<file path="config.mk">
export PLATFORM = sky130hd
export DESIGN_NAME = mesh_iv_index_update_fsm
export DESIGN_NICKNAME = d
export VERILOG_FILES = /design/src/sv/mivu_pkg.sv /design/src/sv/mesh_iv_index_update_fsm.sv
export VERILOG_INCLUDE_DIRS = /design/src /design/src/sv
export SDC_FILE = /design/constraint.sdc
export NUM_CORES = 1
export LEC_CHECK = 0
export ABC_AREA = 0
export BUFFER_PORTS_ARGS = -buffer_cell sky130_fd_sc_hd__buf_2
export CAP_MARGIN = 20
export CORE_AREA = 3 3 168 170
export CTS_BUF_LIST = sky130_fd_sc_hd__clkbuf_16
export DETAILED_ROUTE_END_ITERATION = 10
export DIE_AREA = 0 0 171 173
export PLACE_DENSITY = 0.81
export SYNTH_ARGS = -nofsm -noshare
export SYNTH_HDL_FRONTEND = slang
export SYNTH_SLANG_ARGS = --single-unit
</file>
<file path="constraint.sdc">
create_clock -name clk -period 8.5 [get_ports clk]
set_input_delay 0.425 -clock clk [delete_from_list [all_inputs] [get_ports clk]]
set_output_delay 0.425 -clock clk [all_outputs]
set_load 0.03 [all_outputs]
</file>
<file path="src/sv/mesh_iv_index_update_fsm_defines.svh">
// assertion macros for the iv index update block
`ifndef MESH_IV_INDEX_UPDATE_FSM_DEFINES_SVH
`define MESH_IV_INDEX_UPDATE_FSM_DEFINES_SVH

`ifndef ASSERT_OFF
// checked outside reset, on clk
`define MIVU_ASSERT(lbl, prop, msg) \
    lbl: assert property (@(posedge clk) disable iff (!rst_n) prop) else $error(msg);
// checked on every edge, reset included
`define MIVU_ASSERT_ALWAYS(lbl, prop, msg) \
    lbl: assert property (@(posedge clk) prop) else $error(msg);
`else
`define MIVU_ASSERT(lbl, prop, msg)
`define MIVU_ASSERT_ALWAYS(lbl, prop, msg)
`endif

`endif

</file>
<file path="src/sv/mivu_pkg.sv">
`default_nettype none

package mivu_pkg;

    localparam int unsigned TICK_SECONDS = 1200;
    localparam int unsigned MAX_GAP      = 42;
    localparam int unsigned TICKS_96H    = 96 * 3600 / TICK_SECONDS;
    localparam int unsigned TICKS_144H   = 144 * 3600 / TICK_SECONDS;
    localparam int unsigned TICKS_MAX    = MAX_GAP * 2 * TICKS_96H;

    // operate tick counter width, holds TICKS_MAX
    localparam int unsigned TICK_W = $clog2(TICKS_MAX + 1);

    // seconds / 1200 as (seconds >> 4) / 75, done by reciprocal multiply
    localparam int unsigned SECS_W     = 24;
    localparam int unsigned DIV_PRE    = 4;
    localparam int unsigned DIV_IN_W   = SECS_W - DIV_PRE;
    localparam int unsigned DIV_BY     = TICK_SECONDS / (1 << DIV_PRE);
    localparam int unsigned DIV_SHIFT  = 26;
    localparam int unsigned DIV_MULT   = ((1 << DIV_SHIFT) + DIV_BY - 1) / DIV_BY;
    localparam int unsigned DIV_MULT_W = $clog2(DIV_MULT + 1);
    localparam int unsigned DIV_PROD_W = DIV_IN_W + DIV_MULT_W;
    localparam int unsigned DIV_Q_W    = DIV_PROD_W - DIV_SHIFT;

    typedef enum logic [1:0] {
        REQ_TICK   = 2'd0,
        REQ_BEACON = 2'd1,
        REQ_LOAD   = 2'd2
    } req_t;

    typedef enum logic [1:0] {
        ST_OK    = 2'd0,
        ST_LOWER = 2'd1,
        ST_GAP   = 2'd2,
        ST_EARLY = 2'd3
    } status_t;

    typedef enum logic {
        IV_NORMAL      = 1'b0,
        IV_IN_PROGRESS = 1'b1
    } iv_state_t;

endpackage

`default_nettype wire

</file>
<file path="src/sv/mesh_iv_index_update_fsm.sv">
// iv index update state machine
//
// input channel: in_valid / in_stall with req_type, iv_value, update_flag,
// transport_busy and seconds_value. output channel: out_valid / out_stall
// with status, cur_iv_index, tx_iv_index, in_progress, transit_pending and
// clear_pulse. every item gives exactly one result item.
// config: cfg_we writes cfg_wdata into test_mode; write only while idle.
//
// an item is first held in the input register and its result is then
// written into the output register, where out_valid marks it.
// the iv state is updated in that same single pass, so one item per cycle
// is taken as long as the output side keeps up.
// when out_stall holds, the result waits in the output register and one
// more item is taken into the input register; then in_stall rises.
// reset clears the index, the update state, the tick count, the pending
// flag, test_mode and both valid flags.
`default_nettype none
`include "mesh_iv_index_update_fsm_defines.svh"

module mesh_iv_index_update_fsm (
    input  wire logic        clk,
    input  wire logic        rst_n,
    input  wire logic        cfg_we,
    input  wire logic        cfg_wdata,
    input  wire logic        in_valid,
    output logic             in_stall,
    input  wire logic [1:0]  req_type,
    input  wire logic [31:0] iv_value,
    input  wire logic        update_flag,
    input  wire logic        transport_busy,
    input  wire logic [23:0] seconds_value,
    output logic             out_valid,
    input  wire logic        out_stall,
    output logic [1:0]       status,
    output logic [31:0]      cur_iv_index,
    output logic [31:0]      tx_iv_index,
    output logic             in_progress,
    output logic             transit_pending,
    output logic             clear_pulse
);

    localparam int unsigned TW = mivu_pkg::TICK_W;

    // handshake and control
    logic s1_valid_reg, s1_valid_next;
    logic out_valid_reg, out_valid_next;
    logic s1_adv;
    logic in_take;
    logic test_mode_reg;

    // input register
    logic [1:0]  s1_req_reg;
    logic [31:0] s1_iv_reg;
    logic        s1_flag_reg;
    logic        s1_busy_reg;
    logic [23:0] s1_secs_reg;

    // iv state
    logic [31:0]           iv_index_reg, iv_index_next;
    mivu_pkg::iv_state_t   state_reg, state_next;
    logic [TW-1:0]         ticks_reg, ticks_next;
    logic                  pending_reg, pending_next;

    // result register
    mivu_pkg::status_t     status_reg, status_next;
    logic [31:0]           cur_reg;
    logic [31:0]           tx_reg, tx_next;
    logic                  prog_reg;
    logic                  pend_out_reg;
    logic                  clr_reg, clr_next;

    // datapath terms
    logic [TW-1:0]                       ticks_inc;
    logic [31:0]                         gap;
    logic signed [7:0]                   step;
    logic [15:0]                         step_need;
    logic [mivu_pkg::DIV_PROD_W-1:0]     div_prod;
    logic [mivu_pkg::DIV_Q_W-1:0]        load_q;
    logic [TW-1:0]                       load_ticks;

    assign s1_adv         = s1_valid_reg && (!out_valid_reg || !out_stall);
    assign in_stall       = s1_valid_reg && !s1_adv;
    assign in_take        = in_valid && !in_stall;
    assign s1_valid_next  = in_take || (s1_valid_reg && !s1_adv);
    assign out_valid_next = s1_adv || (out_valid_reg && out_stall);

    always_ff @(posedge clk or negedge rst_n)
    begin
        if (!rst_n)
        begin
            s1_valid_reg  <= 1'b0;
            out_valid_reg <= 1'b0;
            test_mode_reg <= 1'b0;
            iv_index_reg  <= '0;
            state_reg     <= mivu_pkg::IV_NORMAL;
            ticks_reg     <= '0;
            pending_reg   <= 1'b0;
        end
        else
        begin
            s1_valid_reg  <= s1_valid_next;
            out_valid_reg <= out_valid_next;
            if (cfg_we)
            begin
                test_mode_reg <= cfg_wdata;
            end
            if (s1_adv)
            begin
                iv_index_reg <= iv_index_next;
                state_reg    <= state_next;
                ticks_reg    <= ticks_next;
                pending_reg  <= pending_next;
            end
        end
    end

    always_ff @(posedge clk)
    begin
        if (in_take)
        begin
            s1_req_reg  <= req_type;
            s1_iv_reg   <= iv_value;
            s1_flag_reg <= update_flag;
            s1_busy_reg <= transport_busy;
            s1_secs_reg <= seconds_value;
        end
        if (s1_adv)
        begin
            status_reg   <= status_next;
            cur_reg      <= iv_index_next;
            tx_reg       <= tx_next;
            prog_reg     <= (state_next == mivu_pkg::IV_IN_PROGRESS);
            pend_out_reg <= pending_next;
            clr_reg      <= clr_next;
        end
    end

    assign ticks_inc = (ticks_reg < TW'(mivu_pkg::TICKS_MAX)) ? ticks_reg + TW'(1) : ticks_reg;
    assign gap       = s1_iv_reg - iv_index_reg;

    // step = 2*gap + (flag asks normal) - (state is normal), gap already <= 42 here
    assign step = $signed({1'b0, gap[5:0], 1'b0})
                + $signed({7'd0, !s1_flag_reg})
                - $signed({7'd0, state_reg == mivu_pkg::IV_NORMAL});
    assign step_need = 16'(step[6:0]) * 16'(mivu_pkg::TICKS_96H);

    assign div_prod = mivu_pkg::DIV_PROD_W'(s1_secs_reg[23:mivu_pkg::DIV_PRE])
                    * mivu_pkg::DIV_PROD_W'(mivu_pkg::DIV_MULT);
    assign load_q   = div_prod[mivu_pkg::DIV_PROD_W-1:mivu_pkg::DIV_SHIFT];
    assign load_ticks = (TW'(load_q) > TW'(mivu_pkg::TICKS_MAX))
                      ? TW'(mivu_pkg::TICKS_MAX) : TW'(load_q);

    // next state of the iv procedure
    always_comb
    begin
        iv_index_next = iv_index_reg;
        state_next    = state_reg;
        ticks_next    = ticks_reg;
        pending_next  = pending_reg;
        status_next   = mivu_pkg::ST_OK;
        clr_next      = 1'b0;
        unique case (mivu_pkg::req_t'(s1_req_reg))
            mivu_pkg::REQ_TICK:
            begin
                ticks_next = ticks_inc;
                if (ticks_inc >= TW'(mivu_pkg::TICKS_144H)
                    && state_reg == mivu_pkg::IV_IN_PROGRESS)
                begin
                    if (s1_busy_reg)
                    begin
                        pending_next = 1'b1;
                    end
                    else
                    begin
                        state_next = mivu_pkg::IV_NORMAL;
                        ticks_next = '0;
                        clr_next   = 1'b1;
                    end
                end
            end
            mivu_pkg::REQ_BEACON:
            begin
                priority if (iv_index_reg > s1_iv_reg)
                begin
                    status_next = mivu_pkg::ST_LOWER;
                end
                else if (gap > 32'(mivu_pkg::MAX_GAP))
                begin
                    status_next = mivu_pkg::ST_GAP;
                end
                else if (step <= 8'sd0)
                begin
                    status_next = mivu_pkg::ST_OK;
                end
                else if (!test_mode_reg && 16'(ticks_reg) < step_need)
                begin
                    status_next = mivu_pkg::ST_EARLY;
                end
                else if (step == 8'sd1)
                begin
                    iv_index_next = s1_iv_reg;
                    if (!s1_flag_reg)
                    begin
                        if (s1_busy_reg)
                        begin
                            pending_next = 1'b1;
                        end
                        else
                        begin
                            state_next = mivu_pkg::IV_NORMAL;
                            ticks_next = '0;
                            clr_next   = 1'b1;
                        end
                    end
                    else
                    begin
                        state_next = mivu_pkg::IV_IN_PROGRESS;
                    end
                end
                else
                begin
                    // recovery
                    iv_index_next = s1_iv_reg;
                    state_next    = mivu_pkg::iv_state_t'(s1_flag_reg);
                    ticks_next    = TW'(mivu_pkg::TICKS_96H);
                    clr_next      = 1'b1;
                end
            end
            mivu_pkg::REQ_LOAD:
            begin
                iv_index_next = s1_iv_reg;
                state_next    = mivu_pkg::iv_state_t'(s1_flag_reg);
                ticks_next    = load_ticks;
            end
            default:
            begin
                status_next = mivu_pkg::ST_OK;
            end
        endcase
    end

    // transmit index from the state after the step
    always_comb
    begin
        if (state_next == mivu_pkg::IV_IN_PROGRESS)
        begin
            tx_next = iv_index_next - 32'd1;
        end
        else
        begin
            tx_next = iv_index_next;
        end
    end

    assign out_valid       = out_valid_reg;
    assign status          = status_reg;
    assign cur_iv_index    = cur_reg;
    assign tx_iv_index     = tx_reg;
    assign in_progress     = prog_reg;
    assign transit_pending = pend_out_reg;
    assign clear_pulse     = clr_reg;

    `MIVU_ASSERT(a_pending_sticky, pending_reg |=> pending_reg, "pending flag dropped")
    `MIVU_ASSERT_ALWAYS(a_ticks_bound, ticks_reg <= TW'(mivu_pkg::TICKS_MAX),
        "tick count too big")
    `MIVU_ASSERT(a_clear_ticks,
        out_valid_reg && clr_reg |-> (ticks_reg == '0 || ticks_reg == TW'(mivu_pkg::TICKS_96H)),
        "clear without tick reset")
    `MIVU_ASSERT(a_reject_no_clear,
        out_valid_reg && status_reg != mivu_pkg::ST_OK |-> !clr_reg,
        "rejected item pulsed clear")
    `MIVU_ASSERT(a_stall_full,
        in_stall |-> s1_valid_reg && out_valid_reg && out_stall,
        "input stalled with room")

endmodule

`default_nettype wire
</file>
==> flow_metrics.py <==
metrics = {
    "cts": {
        "clk_path_buf_depth": 2,
        "h-tree-depth": 4,
        "path_clk_slew_ns": 0.08,
        "clk_latency_ns": 0.44,
        "root_buffer": "clkbuf_16",
        "cts_buffers": 17,
        "cts_tree": "yes",
        "cts_sinks": 177,
        "post_cts_buffers": 0,
    },
    "sta": {
        "drv_slew": 0,
        "worst_pin_slew_ns": 1.02,
        "max_freq_mhz": 127,
        "setup_viol": 0,
        "setup_tns_ns": 0,
        "rsz0062_at_grt": "false",
        "fin_crit_sh_pct": 92.8,
        "final_hold_viol_count": 0,
        "relSlewSlack_pct": 32.1,
        "setup_slack_ns": 0.614,
        "period_minus_slack_ns": 7.89,
        "fin_worst_skew_ns": 0.0147,
    },
    "final_layout": {
        "diodes": 0,
        "drive_above_1_share_pct": 11.5,
        "synthToLayoutAreaGrowth_pct": 9.25,
        "nNetsFinal": 2185,
    },
    "global_routing": {
        "antenna_found_initial": 0,
        "grt_pass1_vias": 13200,
        "grt_first_pass_wirelength_um": 66000,
        "grt_overflow_total": 0,
        "grt_max_degree": 83,
        "grt_use_total_pct": 27.8,
    },
    "setup_path": {
        "end_kind": "register",
        "crit_family": "simple AND/OR/NAND/NOR gates",
        "r2r-end": "tx_iv_index[16]",
        "cp_slowest_cell": "or4_1",
        "crit_type": "reg2reg",
        "rr_worst_depth": 31,
        "cp.buffers_inverters": 6,
        "arrival_ns": 8.07,
        "ff2ff_setup_slack_ns": 0.61,
        "crit_required_ns": 8.69,
        "crit_path_start_kind": "register",
        "slowest_delay_ns": 0.77,
        "crit_fanout": 9,
        "r2r-start": "s1_iv_reg[0]",
        "cpMostUsedCell": "inv_1",
    },
    "floorplan": {
        "start_util_pct": 61.8,
        "core-area_sq_um": 26900,
        "row_count": 60,
        "die_x_um": 171,
        "dieArea_sq_um": 29600,
        "ios": 137,
        "die_h_um": 173,
    },
    "detailed_routing": {
        "drt-initial-drc-count": 1220,
        "postRouteAntennaNets": 0,
        "via_count": 13100,
        "totalWireLength_um": 40500,
        "drc": 0,
        "drt-vias-per-instance": 6.13,
        "wl_per_cell_um": 19.0,
        "drtPass1Iterations": 8,
    },
    "synthesis": {
        "synth_top_family_by_area": "adder cells",
        "synth-xor-area-share_pct": 3.64,
        "synth_edf_count": 125,
        "ys.flop_type": "edfxtp_1",
        "syn_nets": 2075,
        "synthSimpleGateAreaFrac_pct": 11.5,
        "yosys_warnings": 0,
        "synth_fa_ha_area_share_pct": 31.7,
        "seq_area_frac_synth_pct": 30.5,
        "synth_cell_types": 85,
        "synth_area_per_cell_sq_um": 9.98,
        "ys_ff_latch": 177,
        "synthArstFlopShare_pct": 29.4,
        "syn-cell-area_sq_um": 16600,
        "postSynthCellCount": 1664,
        "synth_compound_area_share_pct": 14.8,
        "synthMuxAreaShare_pct": 0.430,
    },
    "pwr": {
        "max-vdd-ir-drop_mv": 0.295,
        "power_density_nw_per_um2": 346,
        "leakagePower_uw": 0.00847,
    },
    "place": {
        "gp_congestion": 0.977,
        "dp_slack_ns": 0.684,
        "io_buffer_count": 132,
        "hpwlAfterDp_um": 31500,
    },
    "job": {
        "cap_violations": 0,
    },
    "run_status": {
        "status": "finished clean",
    },
    "min_path": {
        "hp-class": "in2async",
    },
}
-- what timing repair did --
action / CTS / global route
endpoints found under the setup margin: 0 / 4
resized for setup: 0 / 1
hold buffers: 0 / 0
-- area by class of cell --
class                      instances  area (sq um)
clock inverter                    15           161
tap                              341           427
multi-input combinational       1160         10300
inverter                         275          1030
timing repair buffer             143           743
sequential                       177          5050
clock buffer                      17           425
fill                            2044          8740
-- stage by stage --
stage               hold slack, ns  util (%)  power, uW  area, sq um  std cells
floorplan                    0.129         -       4430        16600       1664
global placement             0.456      65.3       5250        17500       2096
detailed placement           0.468      65.3       5450        17500       2096
CTS                          0.136      67.5       6290        18100       2128
global route                 0.134      67.5       6960        18100       2128
finish                       0.115      67.5       6270        18100       2128
-- cell usage after synthesis, drive strengths merged, types with 27 or more instances --
cell type  instances  share of area (%)
a21oi             71                2.2
clkbuf            39               0.88
dfrtp             52                7.8
edfxtp           125                 23
fa               126                 15
ha               219                 17
inv              275                6.2
nand2             96                2.2
nand3             42                1.3
nand4             27                1.1
nor2              82                1.9
nor3              28               0.91
o21ai            113                3.5
xnor2             54                2.8
-- cells by family after synthesis --
| logic type | after synthesis |
|---|---|
| flip-flops | 177 |
| AO/OA/AOI/OAI | 363 |
| buffers and inverters | 327 |
| XOR/XNOR | 69 |
| adder cells (fa/ha/maj) | 345 |
| multiplexers | 7 |
| AND/OR/NAND/NOR | 376 |
-- placed cells by master (no fill, tap or decap), drive strengths merged, types with 27 or more instances in the layout --
cell type,count
xnor2,54
buf,143
nand4,27
o21ai,113
edfxtp,125
nand3,42
nor3,28
fa,126
inv,282
dfrtp,52
nor2,82
a21oi,71
nand2,96
ha,219
-- how the worst max path moves through the flow --
stage,startpoint,end,slack [ns],depth (start not counted)
final,s1_iv_reg[0],tx_iv_index[16],0.61,31
after global routing,s1_iv_reg[0],tx_iv_index[16],0.07,31
after CTS,s1_iv_reg[0],tx_iv_index[16],0.58,31
after detailed placement,s1_iv_reg[0],tx_iv_index[16],0.68,31
after global placement,s1_iv_reg[0],tx_iv_index[28],0.91,31
after floorplan,s1_iv_reg[0],tx_iv_index[18],1.68,29
-- metal layers --
metal  up-vias  share of wire, %  global-route usage (%)
li1       6048                 -                       -
met1      6407                43                    38.0
met2       526                49                    46.1
met3        72               6.9                    5.26
met4         0               1.8                    6.57
met5         -                 0                       0
-- power by group --
part           switching [uW]  internal, uW  leakage, uW
sequential                131          1080      0.00192
combinational            2440          1820      0.00626
clock                     367           438     0.000288
total                    2940          3330      0.00847
No activity file was read; power rests on OpenSTA's default activity.
